--- src/rtl/grid_line_of_sight_defines.svh ---
// assertion macros shared by the line-of-sight block
`ifndef GRID_LINE_OF_SIGHT_DEFINES_SVH
`define GRID_LINE_OF_SIGHT_DEFINES_SVH

`ifndef SYNTH

// expression must hold at every clock edge out of reset
`define GLOS_ASSERT_ALWAYS(label, expr, msg) \
	label: assert property (@(posedge clk) disable iff (!arst_n) (expr)) else $error(msg);

// consequent must hold in the same cycle as the antecedent
`define GLOS_ASSERT_IMPLIES(label, ante, cons, msg) \
	label: assert property (@(posedge clk) disable iff (!arst_n) (ante) |-> (cons)) \
		else $error(msg);

`else

`define GLOS_ASSERT_ALWAYS(label, expr, msg)
`define GLOS_ASSERT_IMPLIES(label, ante, cons, msg)

`endif

`endif

--- src/rtl/glos_pkg.sv ---
// types, constants and helpers for the line-of-sight block
package glos_pkg;

	localparam int MAP_COLUMNS = 64;
	localparam int MAP_ROWS    = 64;
	localparam int MAP_CELLS   = MAP_COLUMNS * MAP_ROWS;
	localparam int COL_W       = $clog2(MAP_COLUMNS);
	localparam int ROW_W       = $clog2(MAP_ROWS);
	localparam int ADDR_W      = $clog2(MAP_CELLS);

	// item field widths
	localparam int TCOL_W  = 6;
	localparam int TROW_W  = 6;
	localparam int TVAL_W  = 8;
	localparam int COORD_W = 9;

	// input tdata field positions, lowest bit first
	localparam int TD_TILE_COL = 0;
	localparam int TD_TILE_ROW = TD_TILE_COL + TCOL_W;
	localparam int TD_TILE_VAL = TD_TILE_ROW + TROW_W;
	localparam int TD_SRC_COL  = TD_TILE_VAL + TVAL_W;
	localparam int TD_SRC_ROW  = TD_SRC_COL + COORD_W;
	localparam int TD_TGT_COL  = TD_SRC_ROW + COORD_W;
	localparam int TD_TGT_ROW  = TD_TGT_COL + COORD_W;
	localparam int IN_W        = TD_TGT_ROW + COORD_W;
	localparam int OUT_W       = 8;

	// walker arithmetic widths
	localparam int POS_W = COORD_W + 1;
	localparam int DLT_W = COORD_W + 1;
	localparam int ERR_W = DLT_W + 2;
	localparam int E2_W  = ERR_W + 1;

	localparam logic signed [POS_W-1:0] COL_LIM = POS_W'(MAP_COLUMNS);
	localparam logic signed [POS_W-1:0] ROW_LIM = POS_W'(MAP_ROWS);

	localparam logic [TVAL_W-1:0] TILE_WALL = TVAL_W'(1);

	localparam logic CMD_WRITE = 1'b0;
	localparam logic CMD_QUERY = 1'b1;

	localparam int QUEUE_DEPTH = 4;
	localparam int QPTR_W      = $clog2(QUEUE_DEPTH);

	typedef enum logic [1:0] {
		REASON_CLEAR   = 2'd0,
		REASON_WALL    = 2'd1,
		REASON_OFF_MAP = 2'd2
	} reason_t;

	typedef enum logic [1:0] {
		ST_CLEAR,
		ST_IDLE,
		ST_WALK
	} back_state_t;

	// classified item as it waits between front and back
	typedef struct packed {
		logic                     is_query;
		logic                     wall;
		logic [ADDR_W-1:0]        addr;
		logic signed [POS_W-1:0]  src_x;
		logic signed [POS_W-1:0]  src_y;
		logic signed [POS_W-1:0]  tgt_x;
		logic signed [POS_W-1:0]  tgt_y;
		logic [DLT_W-1:0]         dx;
		logic [DLT_W-1:0]         dy;
		logic                     sx_neg;
		logic                     sy_neg;
	} glos_item_t;

	typedef struct packed {
		logic       valid;
		glos_item_t item;
	} glos_head_t;

	typedef struct packed {
		logic pop;
		logic clearing;
	} glos_back_stat_t;

	function automatic logic [ADDR_W-1:0] cell_addr(input logic [ROW_W-1:0] row,
		input logic [COL_W-1:0] col);
		return ADDR_W'(ADDR_W'(row) * ADDR_W'(MAP_COLUMNS) + ADDR_W'(col));
	endfunction

endpackage

--- src/rtl/glos_front.sv ---
// front end: takes items, classifies them and queues them for the walker
module glos_front import glos_pkg::*; (
	input  logic             clk,
	input  logic             arst_n,
	input  logic             s_tvalid,
	output logic             s_tready,
	input  logic [IN_W-1:0]  s_tdata,
	input  logic             s_tuser,
	input  glos_back_stat_t  stat,
	output glos_head_t       head
);

	logic [TCOL_W-1:0]         wr_col;
	logic [TROW_W-1:0]         wr_row;
	logic [TVAL_W-1:0]         wr_val;
	logic signed [COORD_W-1:0] src_col, src_row, tgt_col, tgt_row;
	logic signed [POS_W-1:0]   diff_x, diff_y;
	logic                      wr_in_map;
	logic                      keep;
	logic                      push;
	glos_item_t                ent;

	glos_item_t           q_mem_q [QUEUE_DEPTH];
	logic [QPTR_W-1:0]    wr_ptr_q, rd_ptr_q;
	logic [QPTR_W:0]      cnt_q;

	always_comb begin
		wr_col  = s_tdata[TD_TILE_COL +: TCOL_W];
		wr_row  = s_tdata[TD_TILE_ROW +: TROW_W];
		wr_val  = s_tdata[TD_TILE_VAL +: TVAL_W];
		src_col = s_tdata[TD_SRC_COL +: COORD_W];
		src_row = s_tdata[TD_SRC_ROW +: COORD_W];
		tgt_col = s_tdata[TD_TGT_COL +: COORD_W];
		tgt_row = s_tdata[TD_TGT_ROW +: COORD_W];

		wr_in_map = (int'(wr_col) < MAP_COLUMNS) && (int'(wr_row) < MAP_ROWS);

		ent.is_query = (s_tuser == CMD_QUERY);
		ent.wall     = (wr_val == TILE_WALL);
		ent.addr     = cell_addr(ROW_W'(wr_row), COL_W'(wr_col));
		ent.src_x    = POS_W'(src_col);
		ent.src_y    = POS_W'(src_row);
		ent.tgt_x    = POS_W'(tgt_col);
		ent.tgt_y    = POS_W'(tgt_row);
		diff_x       = ent.tgt_x - ent.src_x;
		diff_y       = ent.tgt_y - ent.src_y;
		ent.dx       = DLT_W'(diff_x < 0 ? -diff_x : diff_x);
		ent.dy       = DLT_W'(diff_y < 0 ? -diff_y : diff_y);
		ent.sx_neg   = !(ent.src_x < ent.tgt_x);
		ent.sy_neg   = !(ent.src_y < ent.tgt_y);

		// writes outside the map are taken and dropped here
		keep = ent.is_query || wr_in_map;
	end

	assign s_tready   = (cnt_q != (QPTR_W+1)'(QUEUE_DEPTH)) && !stat.clearing;
	assign push       = s_tvalid && s_tready && keep;
	assign head.valid = (cnt_q != '0);
	assign head.item  = q_mem_q[rd_ptr_q];

	always_ff @(posedge clk) begin
		if (push) begin
			q_mem_q[wr_ptr_q] <= ent;
		end
	end

	always_ff @(posedge clk or negedge arst_n) begin
		if (!arst_n) begin
			wr_ptr_q <= '0;
			rd_ptr_q <= '0;
			cnt_q    <= '0;
		end else begin
			if (push) begin
				wr_ptr_q <= wr_ptr_q + 1'b1;
			end
			if (stat.pop) begin
				rd_ptr_q <= rd_ptr_q + 1'b1;
			end
			unique case ({push, stat.pop})
				2'b10:   cnt_q <= cnt_q + 1'b1;
				2'b01:   cnt_q <= cnt_q - 1'b1;
				default: cnt_q <= cnt_q;
			endcase
		end
	end

endmodule

--- config.mk ---
export PLATFORM = sky130hd
export DESIGN_NAME = glos_front
export DESIGN_NICKNAME = d
export VERILOG_FILES = /design/src/rtl/grid_line_of_sight_defines.svh /design/src/rtl/glos_pkg.sv /design/src/rtl/glos_front.sv
export SDC_FILE = /design/constraint.sdc
export NUM_CORES = 1
export LEC_CHECK = 0
export BUFFER_PORTS_ARGS = -buffer_cell sky130_fd_sc_hd__clkbuf_2
export CORE_AREA = 2 2 168 170
export DETAILED_ROUTE_END_ITERATION = 10
export DIE_AREA = 0 0 170 172
export GPL_ROUTABILITY_DRIVEN = 0
export MAX_ROUTING_LAYER = met4
export PLACE_DENSITY_LB_ADDON = 0.12
export REMOVE_ABC_BUFFERS = 1
export SLEW_MARGIN = 20
export SYNTH_ARGS = -nofsm -noshare
export SYNTH_HDL_FRONTEND = slang
export SYNTH_SLANG_ARGS = --single-unit
--- constraint.sdc ---
create_clock -name clk -period 4.15 [get_ports clk]
set_clock_uncertainty 0.1 [all_clocks]
set_input_delay 0.83 -clock clk [delete_from_list [all_inputs] [get_ports clk]]
set_output_delay 0.83 -clock clk [all_outputs]
set_load 0.05 [all_outputs]
== Word level (Yosys, flattened, before mapping) ==
Memory sizes are Yosys's and may differ from the RTL's.
Cells that the tools add are included.
Widths: inputs -> output; s select.
Word-level totals
  register bits: 7
  bits in latches: 0
  RAM bits: 304
  memory bits (read-only): 0
  input bits: 62
  output and inout port bits: 78
  logic and storage cells: 33
  memories: 1
Cells by class
  $add $sub $neg: 9
  $mul: 0
  divide/modulo/power cells: 0
  $lt $le $gt $ge: 4
  equal/unequal tests: 4
  shifts and indexed selects: 0
  muxes and demuxes: 5
  bitwise gates (word level): 0
  reductions and logical operators: 7
Memories
  q_mem_q: words 4, bits a word 76, read ports 1, clocked after Yosys merged registers in 0, wr ports 1, line glos_front.sv:23  | glos_item_t q_mem_q [QUEUE_DEPTH];
Operator list (number)
  $lt 10x1->1 const B: 2
  $mux 10: 2
  $neg 10->10: 2
  $sub 9x9->10: 2
  $lt 9x9->1: 2
  $add 12x6->12: 1
  $eq 8x1->1 const B: 1
  $pmux 3 s2: 1
  $add 2x1->2 const B: 2
  $add 3x1->3 const B: 1
  $logic_not 1->1: 3
  $ne 3x3->1 const B: 1
  $reduce_bool 3->1: 1
  $sub 3x1->3 const B: 1
  $eq 2x1->1 const B: 1
  $eq 2x2->1 const B: 1
  $logic_and 1x1->1: 2
  $mux 1: 2
  $reduce_bool 2->1: 1

== Longest topological paths before layout ==
  word-level depth: 5
  gate-level depth with buffers: 10
  gate-level depth less buffers: 10

== Worst setup path before layout ==
Ideal clock, no wire load.
  path type: input-to-reg
  from: input stat[0] (netlist name)
  to: memory q_mem_q[0][0] (netlist name), enable pin
  library setup time: 0.439 ns
  arrival: 3.646 ns
  required time: 3.611 ns
  path slack: -0.034 ns
  cell stages on the path: 2
  buffers on the path: 0
  cells stage by stage: a31oi_1 > and3_1
Between the ends
  word-level cells in the longest chain between the ends: 5
Ends and longest elaborated chain
  start, declared: line glos_front.sv:9  | input glos_back_stat_t stat,
  $logic_not 1->1: line glos_front.sv:56  | assign s_tready = (cnt_q != (QPTR_W+1)'(QUEUE_DEPTH)) && !stat.clearing;
  $logic_and 1x1->1: line glos_front.sv:56
  $logic_and 1x1->1: line glos_front.sv:57  | assign push = s_tvalid && s_tready && keep;
  $mux 1: line glos_front.sv:62  | if (push) begin
  $mux 1 (not written as such): line glos_front.sv:63  | q_mem_q[wr_ptr_q] <= ent;
  end, declared: line glos_front.sv:23
Every way passes these cells.

==> run summary <==
Min Hold Slack -> 0.397 ns
CTS Sinks -> 295
area grow syn2layout -> 18.2%
grt total ovfl -> 0
initial antenna violation count -> 0
worst min-delay path class -> flip-flop to flip-flop
GR met2 Demand/Resource -> 0.296
Row Count -> 61
Post-synth top cells -> 288 x edfxtp_1, 72 x mux4_2, 34 x inv_1
Critical Path RT -> 3.22 ns
TNS Setup -> 0 ns
diode count -> 0
Leak -> 5.07 nW
pin count of the biggest net entering global routing -> 44
largest area contributor in the netlist -> edfxtp_1
Yosys reg bits -> 295
Post-synth EDFFs -> 288
total CTS buffers -> 31
Synth async-reset ratio -> 0.0237
crit start category -> flip-flop
Die Y -> 172 µm
PD cells -> 734 nW/µm²
Hold Path Depth -> 1
top cell type's share of synthesized area -> 0.712
slowest stage delay, CP -> 0.85 ns
Routed Antenna Nets -> 0
Clock transition at path regs -> 0.06 ns
via count -> 6110
count of cell types in the netlist -> 54
first-pass iteration count of the detailed router -> 6
total power -> 10.5 mW
Critical-path top delay cell -> dfrtp_4
RSZ-0062 raised after global routing -> false
Synth Instances -> 608
first-pass GRT wire length -> 35.8 mm
wirelength, routed -> 22.8 mm
Finish-stage setup viols -> 0
status -> complete, no violations
Seq/Total Area, Yosys -> 0.726
Final Critical Period -> 3.48 ns
fin nets -> 860
Hold Vio Cnt, Final -> 0
global routing's busiest layer -> met2
top post-synthesis cells by area -> edfxtp_1 71%, mux4_2 13%, ha_1 2.8%, dfrtp_1 1.4%, xnor2_1 1.3%
CTS tree -> done
Root Driver -> clkbuf_16
layout cell share with drive strength beyond 1 -> 0.350
post-route worst setup slack -> 0.668 ns
Starting Density -> 0.442
count leader, synth -> edfxtp_1
cell area after synthesis -> 12100 µm²
residual DRC count -> 0
vias per cell -> 5.37
CP delay by family, top -> flip-flops
clk_lat worst skew -> 0.54 ns
Port Buffer Count -> 139
DPL Wire Length -> 14.1 mm
Synth Warn # -> 0
Core ar. -> 27500 µm²
Clock Tree Buf Depth -> 3
slew margin rel. -> 0.521
Cells after DPL -> 1080
worst slew pin tran -> 0.718 ns
drt wl/cell -> 20.0 µm
placed inst area -> 13300 µm²
Placement Setup Slack -> 0.686 ns
num ports -> 140
Die Wd -> 170 µm
Slew Viols, Final -> 0
R2R depth -> 4
Tcrit/Tclk final -> 0.839
post-route cell area -> 14400 µm²
initial drt markers -> 417
die outline area -> 29200 µm²
VDD IR max -> 0.435 mV
met1 Use GR -> 0.194
met3 usage -> 0.0263
max_cap viols -> 0
most common flop cell mapped by yosys -> edfxtp_1
Core Util, Final -> 0.522
post-CTS setup buffer count -> 0
average cell area after synthesis -> 20.0 µm²
worst-path cell chain -> buf_12, mux4_2, clkbuf_2
max frequency -> 287 MHz
Worst Path Arrival -> 2.55 ns
Worst path depth -> 3
Non-Filler Instances -> 1138
vias in the first global route -> 6517
Crit Path Category -> flip-flop to primary output
GRT Total Usage -> 0.164
H-tree depth -> 1
CP Capture Type -> primary output
Max FO, Critical Path -> 29
Worst Path Buf+Inv -> 2
-- state kept, by name, summed over array words and instances, names as in the netlist --
signal,cells
cnt_q,3
rd_ptr_q,2
q_mem_q,288
wr_ptr_q,2
-- placed cells by master, fill, tap and decap left out, types with 5 or more instances in the layout --
cell type and instances:
nand3_1 5, inv_1 34, edfxtp_1 288, clkbuf_2 139, o21ai_0 9, a21oi_1 12
ha_1 27, nor2_1 18, xnor2_1 18, dfrtp_1 5, clkbuf_16 31, a21o_1 6
xor2_1 13, clkinv_1 11, mux4_2 72, buf_12 7, nand2_1 11, nor3_1 6
-- kinds of logic after synthesis --
group	count (synthesis)	share of synthesized area
AND/OR/NAND/NOR	71	0.0329
buffers and inverters	55	0.0195
AO/OA/AOI/OAI	51	0.0287
flip-flops	295	0.726
XOR/XNOR	32	0.0246
adder cells (fa/ha/maj)	30	0.0328
multiplexers	74	0.135
-- routing by layer --
metal  vias to the layer above  wire length [µm]
met4                         0               413
met2                       161             12200
met1                      3137              9090
met5                         -                 0
li1                       2781                 -
met3                        31              1060
-- report_power, final --
| group | switching, mW | internal, mW |
|---|---|---|
| registers | 0.248 | 3.70 |
| clock network | 1.07 | 1.60 |
| logic | 2.69 | 1.22 |
-- repair_timing --
item | CTS | global route
hold endpoints to repair | 7 | 0
hold buffers | 1 | 0
endpoints found under the setup margin | 0 | 0
gates resized for setup | 0 | 0
-- worst paths after layout --
kind	start	end	slack [ns]
max	rd_ptr_q[0]	head[16]	0.67
min	cnt_q[2]	cnt_q[2]	0.40
max reg2reg	cnt_q[0]	q_mem_q[3][13]	1.74
min reg2reg	cnt_q[2]	cnt_q[2]	0.40
max in group asynchronous	arst_n	rd_ptr_q[0]	3.21
min in group asynchronous	arst_n	wr_ptr_q[0]	0.56
-- final cells by class --
type	instances	area [µm²]
timing repair buffer	148	853
sequential	295	8830
clock inverter	23	214
inverter	34	128
fill	2221	13100
clock buffer	34	787
multi-input combinational	258	3110
tap	346	433
(Power assumes the default switching activity.)
